File: src/hdl/gfm_pkg.sv
// ----------------------------------------------------------------------------
// gfm_pkg
// Types, constants and field helpers for the GF(2^64) multiply/invert unit.
// ----------------------------------------------------------------------------
package gfm_pkg;

    localparam int unsigned ElemW = 64;
    localparam int unsigned HalfW = 32;
    localparam int unsigned NumSteps = 10;

    // Low part of the reduction polynomial x^64 + x^4 + x^3 + x + 1.
    localparam logic [7:0] RedLow = 8'h1b;

    localparam logic KindMul = 1'b0;
    localparam logic KindInv = 1'b1;

    typedef logic [ElemW-1:0] t_elem;
    typedef logic [ElemW-1:0][ElemW-1:0] t_mat;

    // Side information that travels with an item down the pipeline.
    typedef struct packed {
        logic  kind;
        logic  zero;
        t_elem a;
    } t_meta;

    function automatic logic [2*HalfW-2:0] clmul32(input logic [HalfW-1:0] x,
                                                   input logic [HalfW-1:0] y);
        logic [2*HalfW-2:0] r;
        r = '0;
        for (int i = 0; i < HalfW; i++) begin
            if (y[i]) begin
                r = r ^ ({{(HalfW-1){1'b0}}, x} << i);
            end
        end
        return r;
    endfunction

    // Folds a 128-bit carry-less product back into the field.
    function automatic t_elem reduce(input logic [2*ElemW-1:0] p);
        logic [ElemW+3:0] h;
        logic [ElemW+3:0] t;
        logic [3:0]       t2;
        t_elem            r;
        h  = {4'b0, p[2*ElemW-1:ElemW]};
        t  = h ^ (h << 1) ^ (h << 3) ^ (h << 4);
        t2 = t[ElemW+3:ElemW];
        r  = p[ElemW-1:0] ^ t[ElemW-1:0];
        r  = r ^ {56'b0, {4'b0, t2} ^ ({4'b0, t2} << 1) ^ ({4'b0, t2} << 3)
                   ^ ({4'b0, t2} << 4)};
        return r;
    endfunction

    function automatic t_elem gf_sqr(input t_elem v);
        logic [2*ElemW-1:0] s;
        s = '0;
        for (int i = 0; i < ElemW; i++) begin
            s[2*i] = v[i];
        end
        return reduce(s);
    endfunction

    // Column j holds x^j raised to the power 2^k; used only at elaboration.
    function automatic t_mat frob_mat(input int k);
        t_mat  m;
        t_elem v;
        for (int j = 0; j < ElemW; j++) begin
            v = t_elem'(1) << j;
            for (int s = 0; s < k; s++) begin
                v = gf_sqr(v);
            end
            m[j] = v;
        end
        return m;
    endfunction

    function automatic t_elem mat_apply(input t_mat m, input t_elem x);
        t_elem r;
        r = '0;
        for (int j = 0; j < ElemW; j++) begin
            if (x[j]) begin
                r = r ^ m[j];
            end
        end
        return r;
    endfunction

endpackage

File: src/hdl/gfm_step.sv
// ----------------------------------------------------------------------------
// gfm_step
// One field multiply in three stages: Frobenius power, partial products,
// combine and reduce.
// ----------------------------------------------------------------------------
module gfm_step #(
    parameter int K     = 1,
    parameter bit USE_A = 1'b0
) (
    input  logic           i_clk,
    input  logic           i_rst_n,
    input  logic           i_ce,
    input  logic           i_valid,
    input  gfm_pkg::t_elem i_x,
    input  gfm_pkg::t_elem i_vmul,
    input  gfm_pkg::t_meta i_meta,
    output logic           o_valid,
    output gfm_pkg::t_elem o_x,
    output gfm_pkg::t_meta o_meta
);

    localparam gfm_pkg::t_mat Frob = gfm_pkg::frob_mat(K);
    localparam int unsigned H = gfm_pkg::HalfW;

    logic [2:0]          r_valid;
    gfm_pkg::t_meta      r_meta1, r_meta2, r_meta3;
    gfm_pkg::t_elem      r_u, r_v, r_x;
    logic [2*H-2:0]      r_ll, r_lh, r_hl, r_hh;
    gfm_pkg::t_elem      n_u, n_v;
    logic [2*gfm_pkg::ElemW-1:0] n_p;

    // Multiply items only take the step's own operand (b or one).
    always_comb begin
        if (i_meta.kind == gfm_pkg::KindInv) begin
            n_u = gfm_pkg::mat_apply(Frob, i_x);
            n_v = USE_A ? i_meta.a : i_x;
        end else begin
            n_u = i_x;
            n_v = i_vmul;
        end
    end

    // The high partial product sits at bit 64, the two cross products at bit 32.
    always_comb begin
        n_p = {1'b0, r_hh, 64'b0}
            ^ {33'b0, (r_lh ^ r_hl), 32'b0}
            ^ {65'b0, r_ll};
    end

    always_ff @(posedge i_clk) begin
        if (!i_rst_n) begin
            r_valid <= '0;
        end else if (i_ce) begin
            r_valid <= {r_valid[1:0], i_valid};
        end
    end

    always_ff @(posedge i_clk) begin
        if (i_ce) begin
            r_u     <= n_u;
            r_v     <= n_v;
            r_meta1 <= i_meta;
            r_ll    <= gfm_pkg::clmul32(r_u[H-1:0], r_v[H-1:0]);
            r_lh    <= gfm_pkg::clmul32(r_u[H-1:0], r_v[2*H-1:H]);
            r_hl    <= gfm_pkg::clmul32(r_u[2*H-1:H], r_v[H-1:0]);
            r_hh    <= gfm_pkg::clmul32(r_u[2*H-1:H], r_v[2*H-1:H]);
            r_meta2 <= r_meta1;
            r_x     <= gfm_pkg::reduce(n_p);
            r_meta3 <= r_meta2;
        end
    end

    assign o_valid = r_valid[2];
    assign o_x     = r_x;
    assign o_meta  = r_meta3;

endmodule

File: config.mk
export PLATFORM = sky130hd
export DESIGN_NAME = gfm_step
export DESIGN_NICKNAME = d
export VERILOG_FILES = /design/src/hdl/gfm_pkg.sv /design/src/hdl/gfm_step.sv
export SDC_FILE = /design/constraint.sdc
export NUM_CORES = 2
export LEC_CHECK = 0
export BUFFER_PORTS_ARGS = -buffer_cell sky130_fd_sc_hd__clkbuf_2
export CORE_ASPECT_RATIO = 0.7
export CORE_MARGIN = 4
export CORE_UTILIZATION = 45
export CTS_CLUSTER_DIAMETER = 120
export DETAILED_ROUTE_END_ITERATION = 8
export HOLD_SLACK_MARGIN = 0.15
export PLACE_DENSITY_LB_ADDON = 0.12
export SLEW_MARGIN = 20
export SYNTH_ARGS = -nofsm -noshare
export SYNTH_HDL_FRONTEND = slang
export SYNTH_SLANG_ARGS = --single-unit
File: constraint.sdc
create_clock -name i_clk -period 3.4 [get_ports i_clk]
set_input_delay 0 -clock i_clk [delete_from_list [all_inputs] [get_ports i_clk]]
set_output_delay 0 -clock i_clk [all_outputs]
set_load 0.03 [all_outputs]
[Yosys cells after proc, flatten, opt, wreduce, memory -nomap -nowiden]
Index checks and enable logic that the tools add are counted.
Storage, ports and cells
  bits in registers: 645
  ROM bits: 0
  latch bits: 0
  input port bits: 198
  bits in writable memories: 0
  output and inout port bits: 131
  memories: 0
Operators by class
  $lt $le $gt $ge: 0
  divide/modulo/power cells: 0
  reduce and logical (&&, ||, !) cells: 0
  multiplexer cells: 381
  add/sub/neg operators: 0
  multipliers: 0
  shift-type cells: 0
  eq/ne operators: 0
  bitwise logic cells: 198
Operator list (count)
  two-way mux 63 bit: 250
  two-way mux 64 bit: 67
  bitwise XOR 63 bit: 5
  bitwise XOR 63 x 33 -> 63 bit: 4
  bitwise XOR 63 x 34 -> 63 bit: 4
  bitwise XOR 63 x 35 -> 63 bit: 4
  bitwise XOR 63 x 36 -> 63 bit: 4
  bitwise XOR 63 x 37 -> 63 bit: 4
  bitwise XOR 63 x 38 -> 63 bit: 4
  bitwise XOR 63 x 39 -> 63 bit: 4
  bitwise XOR 63 x 40 -> 63 bit: 4
  bitwise XOR 63 x 41 -> 63 bit: 4
  bitwise XOR 63 x 42 -> 63 bit: 4
  bitwise XOR 63 x 43 -> 63 bit: 4
  bitwise XOR 63 x 44 -> 63 bit: 4
  bitwise XOR 63 x 45 -> 63 bit: 4
  bitwise XOR 63 x 46 -> 63 bit: 4
  bitwise XOR 63 x 47 -> 63 bit: 4
  bitwise XOR 63 x 48 -> 63 bit: 4
  bitwise XOR 63 x 49 -> 63 bit: 4
  bitwise XOR 63 x 50 -> 63 bit: 4
  bitwise XOR 63 x 51 -> 63 bit: 4
  bitwise XOR 63 x 52 -> 63 bit: 4
  bitwise XOR 63 x 53 -> 63 bit: 4
  55 further kinds: 173

[Logic depth before layout (Yosys ltp)]
  word-level depth: 191
  gate-level depth with buffers: 8
  mapped depth without buffers: 6

[Worst setup path after synthesis]
Ideal clock, no wire load.
  path type: reg2reg
  start point: register r_v[20]
  end point: register r_ll[40], data pin
  buffers on the path: 3
  arrival: 1.418 ns
  stages on the path, launching flop included: 9
  path slack: 1.722 ns
  cells stage by stage: edfxtp_1 > buf_6 > buf_4 > buf_4 > nand2_1 > xor2_1 > xnor2_1 > xnor2_1 > xnor2_1
Between the ends
  word-level cells in the longest chain between the ends: 34
RTL lines
  start, declared: RTL line gfm_step.sv:27  | gfm_pkg::t_elem r_u, r_v, r_x;
  start signal, assigned: RTL line gfm_step.sv:61  | r_v <= n_v;
  two-way mux 63 bit (*): RTL line gfm_pkg.sv:32  | if (y[i]) begin
  two-way mux 63 bit (*): RTL line gfm_step.sv:59  | if (i_ce) begin
  bitwise XOR 63 x 53 -> 63 bit: RTL line gfm_pkg.sv:33  | r = r ^ ({{(HalfW-1){1'b0}}, x} << i);
  two-way mux 63 bit (*): RTL line gfm_pkg.sv:32
  two-way mux 63 bit (*): RTL line gfm_step.sv:59
  bitwise XOR 63 x 54 -> 63 bit: RTL line gfm_pkg.sv:33
  two-way mux 63 bit (*): RTL line gfm_pkg.sv:32
  two-way mux 63 bit (*): RTL line gfm_step.sv:59
  (+18 left out)
  bitwise XOR 63 x 61 -> 63 bit: RTL line gfm_pkg.sv:33
  two-way mux 63 bit (*): RTL line gfm_pkg.sv:32
  two-way mux 63 bit (*): RTL line gfm_step.sv:59
  bitwise XOR 63 x 62 -> 63 bit: RTL line gfm_pkg.sv:33
  two-way mux 63 bit (*): RTL line gfm_pkg.sv:32
  two-way mux 63 bit (*): RTL line gfm_step.sv:59
  bitwise XOR 63 bit: RTL line gfm_pkg.sv:33
  two-way mux 63 bit (*): RTL line gfm_pkg.sv:32
  end signal, assigned: RTL line gfm_step.sv:63  | r_ll <= gfm_pkg::clmul32(r_u[H-1:0], r_v[H-1:0]);
  end, declared: RTL line gfm_step.sv:28  | logic [2*H-2:0] r_ll, r_lh, r_hl, r_hh;
Every way passes the cells marked *; elsewhere a longest branch is shown, timed or not. The select of a mux whose other input is x is not followed.
A chain may end at the register's enable or synchronous reset.

[Worst setup path in the final report]
  start point: register r_u[32]
  end point: register r_hh[20], data pin
Between the ends
  word-level cells in the longest chain between the ends: 35
RTL lines
  start, declared: RTL line gfm_step.sv:27
  start signal, assigned: RTL line gfm_step.sv:60  | r_u <= n_u;
  bitwise XOR 63 x 52 -> 63 bit (*): RTL line gfm_pkg.sv:33
  two-way mux 63 bit (*): RTL line gfm_pkg.sv:32
  two-way mux 63 bit (*): RTL line gfm_step.sv:59
  bitwise XOR 63 x 53 -> 63 bit: RTL line gfm_pkg.sv:33
  two-way mux 63 bit (*): RTL line gfm_pkg.sv:32
  two-way mux 63 bit (*): RTL line gfm_step.sv:59
  bitwise XOR 63 x 54 -> 63 bit: RTL line gfm_pkg.sv:33
  two-way mux 63 bit (*): RTL line gfm_pkg.sv:32
  (+19 left out)
  bitwise XOR 63 x 61 -> 63 bit: RTL line gfm_pkg.sv:33
  two-way mux 63 bit (*): RTL line gfm_pkg.sv:32
  two-way mux 63 bit (*): RTL line gfm_step.sv:59
  bitwise XOR 63 x 62 -> 63 bit: RTL line gfm_pkg.sv:33
  two-way mux 63 bit (*): RTL line gfm_pkg.sv:32
  two-way mux 63 bit (*): RTL line gfm_step.sv:59
  bitwise XOR 63 bit: RTL line gfm_pkg.sv:33
  two-way mux 63 bit (*): RTL line gfm_pkg.sv:32
  end signal, assigned: RTL line gfm_step.sv:66  | r_hh <= gfm_pkg::clmul32(r_u[2*H-1:H], r_v[2*H-1:H]);
  end, declared: RTL line gfm_step.sv:28
Marked as above.

==> results.py <==
metrics = {
    "clocking": {
        "cts_buffer_depth": 3,
        "post_cts_buffers": 0,
        "clkSinkCount": 645,
        "clock_latency_ns": 0.76,
        "cts_inserted_buffers": 81,
        "clkTransAtPathRegs_ns": 0.07,
        "htreeDepth": 3,
        "ctsResizeCount": 0,
        "tritoncts": "built",
        "cts-root-buf": "clkbuf_16",
    },
    "timing": {
        "setup_viol": 0,
        "report.final.slew_viol_count": 0,
        "fmax_mhz": 312.0,
        "slew_headroom_pct": 21.53,
        "rsz0062_at_grt": "no",
        "fin_skew_ns": 0.05440,
        "worst_pin_slew_ns": 1.173,
        "finalHoldViolCount": 0,
        "period_needed_ns": 3.206,
        "period_share_pct": 94.28,
    },
    "setup_path": {
        "crit_type": "reg -> reg",
        "worstPathRequired_ns": 3.80,
        "cp-start-kind": "flop",
        "r2r_start": "r_u[32]$_DFFE_PP_",
        "cp_max_fo": 13,
        "crit_start": "r_u[32]$_DFFE_PP_",
        "arrival_ns": 3.60,
        "endpoint_kind": "flop",
    },
    "logic_synthesis": {
        "syn_inst": 10120,
        "avgSynthCellArea_um2": 8.045,
        "yosys.area.top_type": "xnor2_1",
        "synthDistinctLibCells": 20,
        "seq_area_frac_synth_pct": 23.74,
        "ys_ff_latch": 645,
        "synth_nets": 10320,
        "syn_area_mm2": 0.08145,
        "netlist.area_leader.share_pct": 35.73,
        "yosys_warnings": 0,
        "synth_top_cells_by_area": "xnor2_1, edfxtp_1, nand2_1, xor2_1, buf_6",
    },
    "routing": {
        "wl_met3_mm": 49.22,
        "drc": 0,
        "wl_per_cell_um": 27.36,
        "dr.pass1.iters": 6,
        "ant_nets": 0,
        "routed.top_layer": "met5",
        "initialDrtViolationCount": 10580,
        "met2_length_mm": 146.5,
        "vias_per_cell": 5.582,
        "wl_met1_mm": 136.1,
        "wl_mm": 351.1,
        "vias": 71630,
    },
    "global_route": {
        "grt_max_degree": 104,
        "grt_pass1_vias": 69370,
        "grt-ovfl-total": 0,
        "grtUsageTotal_pct": 36.17,
        "antenna_found_initial": 10,
        "grt_pass1_wl_mm": 500.0,
    },
    "placement": {
        "dp.cells": 12240,
        "port_buffers": 328,
        "placed_cell_area_mm2": 0.08269,
        "dp_hpwl_mm": 203.5,
        "place_congestion": 0.9309,
    },
    "power": {
        "power_switching_uw": 34010,
        "p_seq_share_pct": 22.1,
        "leakage_uw": 0.03293,
        "switching_share_pct": 45.85,
        "p_int_uw": 40170,
        "p_comb_share_pct": 65.0,
        "p_per_area_mw_per_mm2": 825.3,
        "p_clk_share_pct": 12.8,
        "irDropWorstVdd_mv": 0.9607,
    },
    "die": {
        "die_h_um": 363.9,
        "start_util_pct": 45.32,
        "die_area_mm2": 0.1880,
        "core_area_mm2": 0.1797,
        "io_pins": 329,
        "dieWidth_um": 516.5,
        "row_count": 130,
    },
    "finish": {
        "stdcell_count": 12830,
        "drive_gt1_share_pct": 8.745,
        "postLayoutCellArea_mm2": 0.08989,
        "syn2layout_area_growth_pct": 10.36,
        "nNetsFinal": 10590,
    },
    "hold_path": {
        "hold_path.class": "in -> reg",
        "min_from": "i_vmul[31]",
    },
    "run_status": {
        "status": "finished, final reports clean",
    },
    "run": {
        "drv_cap": 0,
    },
}
## timing repair
item / CTS / global route
hold buffers: 440 / 0
hold endpoints to repair: 435 / 0
endpoints found under the setup margin: 0 / 0
## flip-flops by register name (all words and copies together) (netlist names)
signal	count
r_lh	63
r_hh	63
o_meta	66
r_v	64
r_meta2	66
r_hl	63
r_ll	63
r_valid	3
r_u	64
r_meta1	66
o_x	64
## layer usage
metal  global-route usage, %  vias to the layer above
met5                  0.9893                        -
met4                   17.15                        8
met3                   10.06                     1098
met2                   53.74                     5360
met1                   48.34                    34280
li1                        -                    30880
## power by group through the flow
stage | Sequential, uW | Combinational (uW) | Clock [uW]
2_1_floorplan | 15500 | 34200 | 0
3_3_place_gp | 16400 | 46500 | 0
3_5_place_dp | 16400 | 46900 | 0
4_1_cts | 16200 | 47600 | 9700
5_1_grt | 16400 | 50700 | 9980
6_report | 16400 | 48200 | 9520
## cells in the final DEF (no fill, tap or decap), drive strengths merged
cell / n
nand2: 4091
xnor2: 3324
xor2: 948
edfxtp: 642
dlygate4sd3: 440
clkbuf: 415
buf: 361
mux2: 91
nor2: 31
a21oi: 31
clkinv: 29
clkinvlp: 12
bufinv: 11
and2: 8
inv: 7
mux2i: 4
diode: 3
nor2b: 3
dfxtp: 3
o21ai: 1
## Yosys cell counts
master / number
nand2_1: 4089
xnor2_1: 3323
xor2_1: 948
edfxtp_1: 642
buf_4: 450
buf_6: 336
buf_2: 118
mux2_2: 91
clkbuf_1: 36
a21oi_1: 31
nor2_1: 31
and2_1: 8
buf_1: 5
mux2i_1: 4
dfxtp_1: 3
nor2b_1: 3
inv_1: 2
nand2_2: 2
o21ai_0: 1
xnor2_2: 1
## metrics by stage
stage	setup TNS (ns)	hold WS, ns	utilization (%)	power, uW	setup WS [ns]
6_report	0	0.2744	50.01	74180	0.1944
4_1_cts	0	0.2193	50.01	73510	0.4549
3_3_place_gp	-0.001122	0.1763	46.00	62900	-0.001122
5_1_grt	0	0.2493	50.01	77170	0.3251
2_1_floorplan	0	0.09887	-	49730	1.722
3_5_place_dp	0	0.1786	46.01	63270	0.4906
## worst max-delay path: stages, from the launching register on
cell      delay (ns)
edfxtp_1        0.99
nand2_1         0.14
xor2_1          0.19
xnor2_1         0.29
xnor2_1         0.21
xnor2_1         0.21
xnor2_2         0.81
## logic make-up (layout without fill, tap and decap cells)
| family | Yosys count | after routing | synth area share, % |
|---|---|---|---|
| flip-flops | 645 | 645 | 23.74 |
| AND/OR/NAND/NOR | 4133 | 4133 | 19.09 |
| buffers and inverters | 947 | 1275 | 9.717 |
| XOR/XNOR | 4272 | 4272 | 45.95 |
| other | 0 | 3 | 0 |
| multiplexers | 95 | 95 | 1.307 |
| AO/OA/AOI/OAI | 32 | 32 | 0.1966 |
## cell type report
| cell class | count | area (um^2) |
|---|---|---|
| sequential | 645 | 19340 |
| inverter | 2 | 7.507 |
| clock inverter | 57 | 729.5 |
| clock buffer | 89 | 2057 |
| tap | 2376 | 2973 |
| timing repair buffer | 1127 | 10570 |
| antenna | 3 | 7.507 |
| fill | 16800 | 89850 |
| multi-input combinational | 8532 | 54200 |
## final timing paths
kind,end,slack [ns],cells after the start
worst max register to register,r_hh[20]$_DFFE_PP_,0.19,6
worst max-delay path,r_hh[20]$_DFFE_PP_,0.19,6
worst min register to register,r_meta2[0]$_DFFE_PP_,0.40,0
worst min-delay path,r_v[31]$_DFFE_PP_,0.27,3
Note: power is estimated with default switching activity, not from simulation.
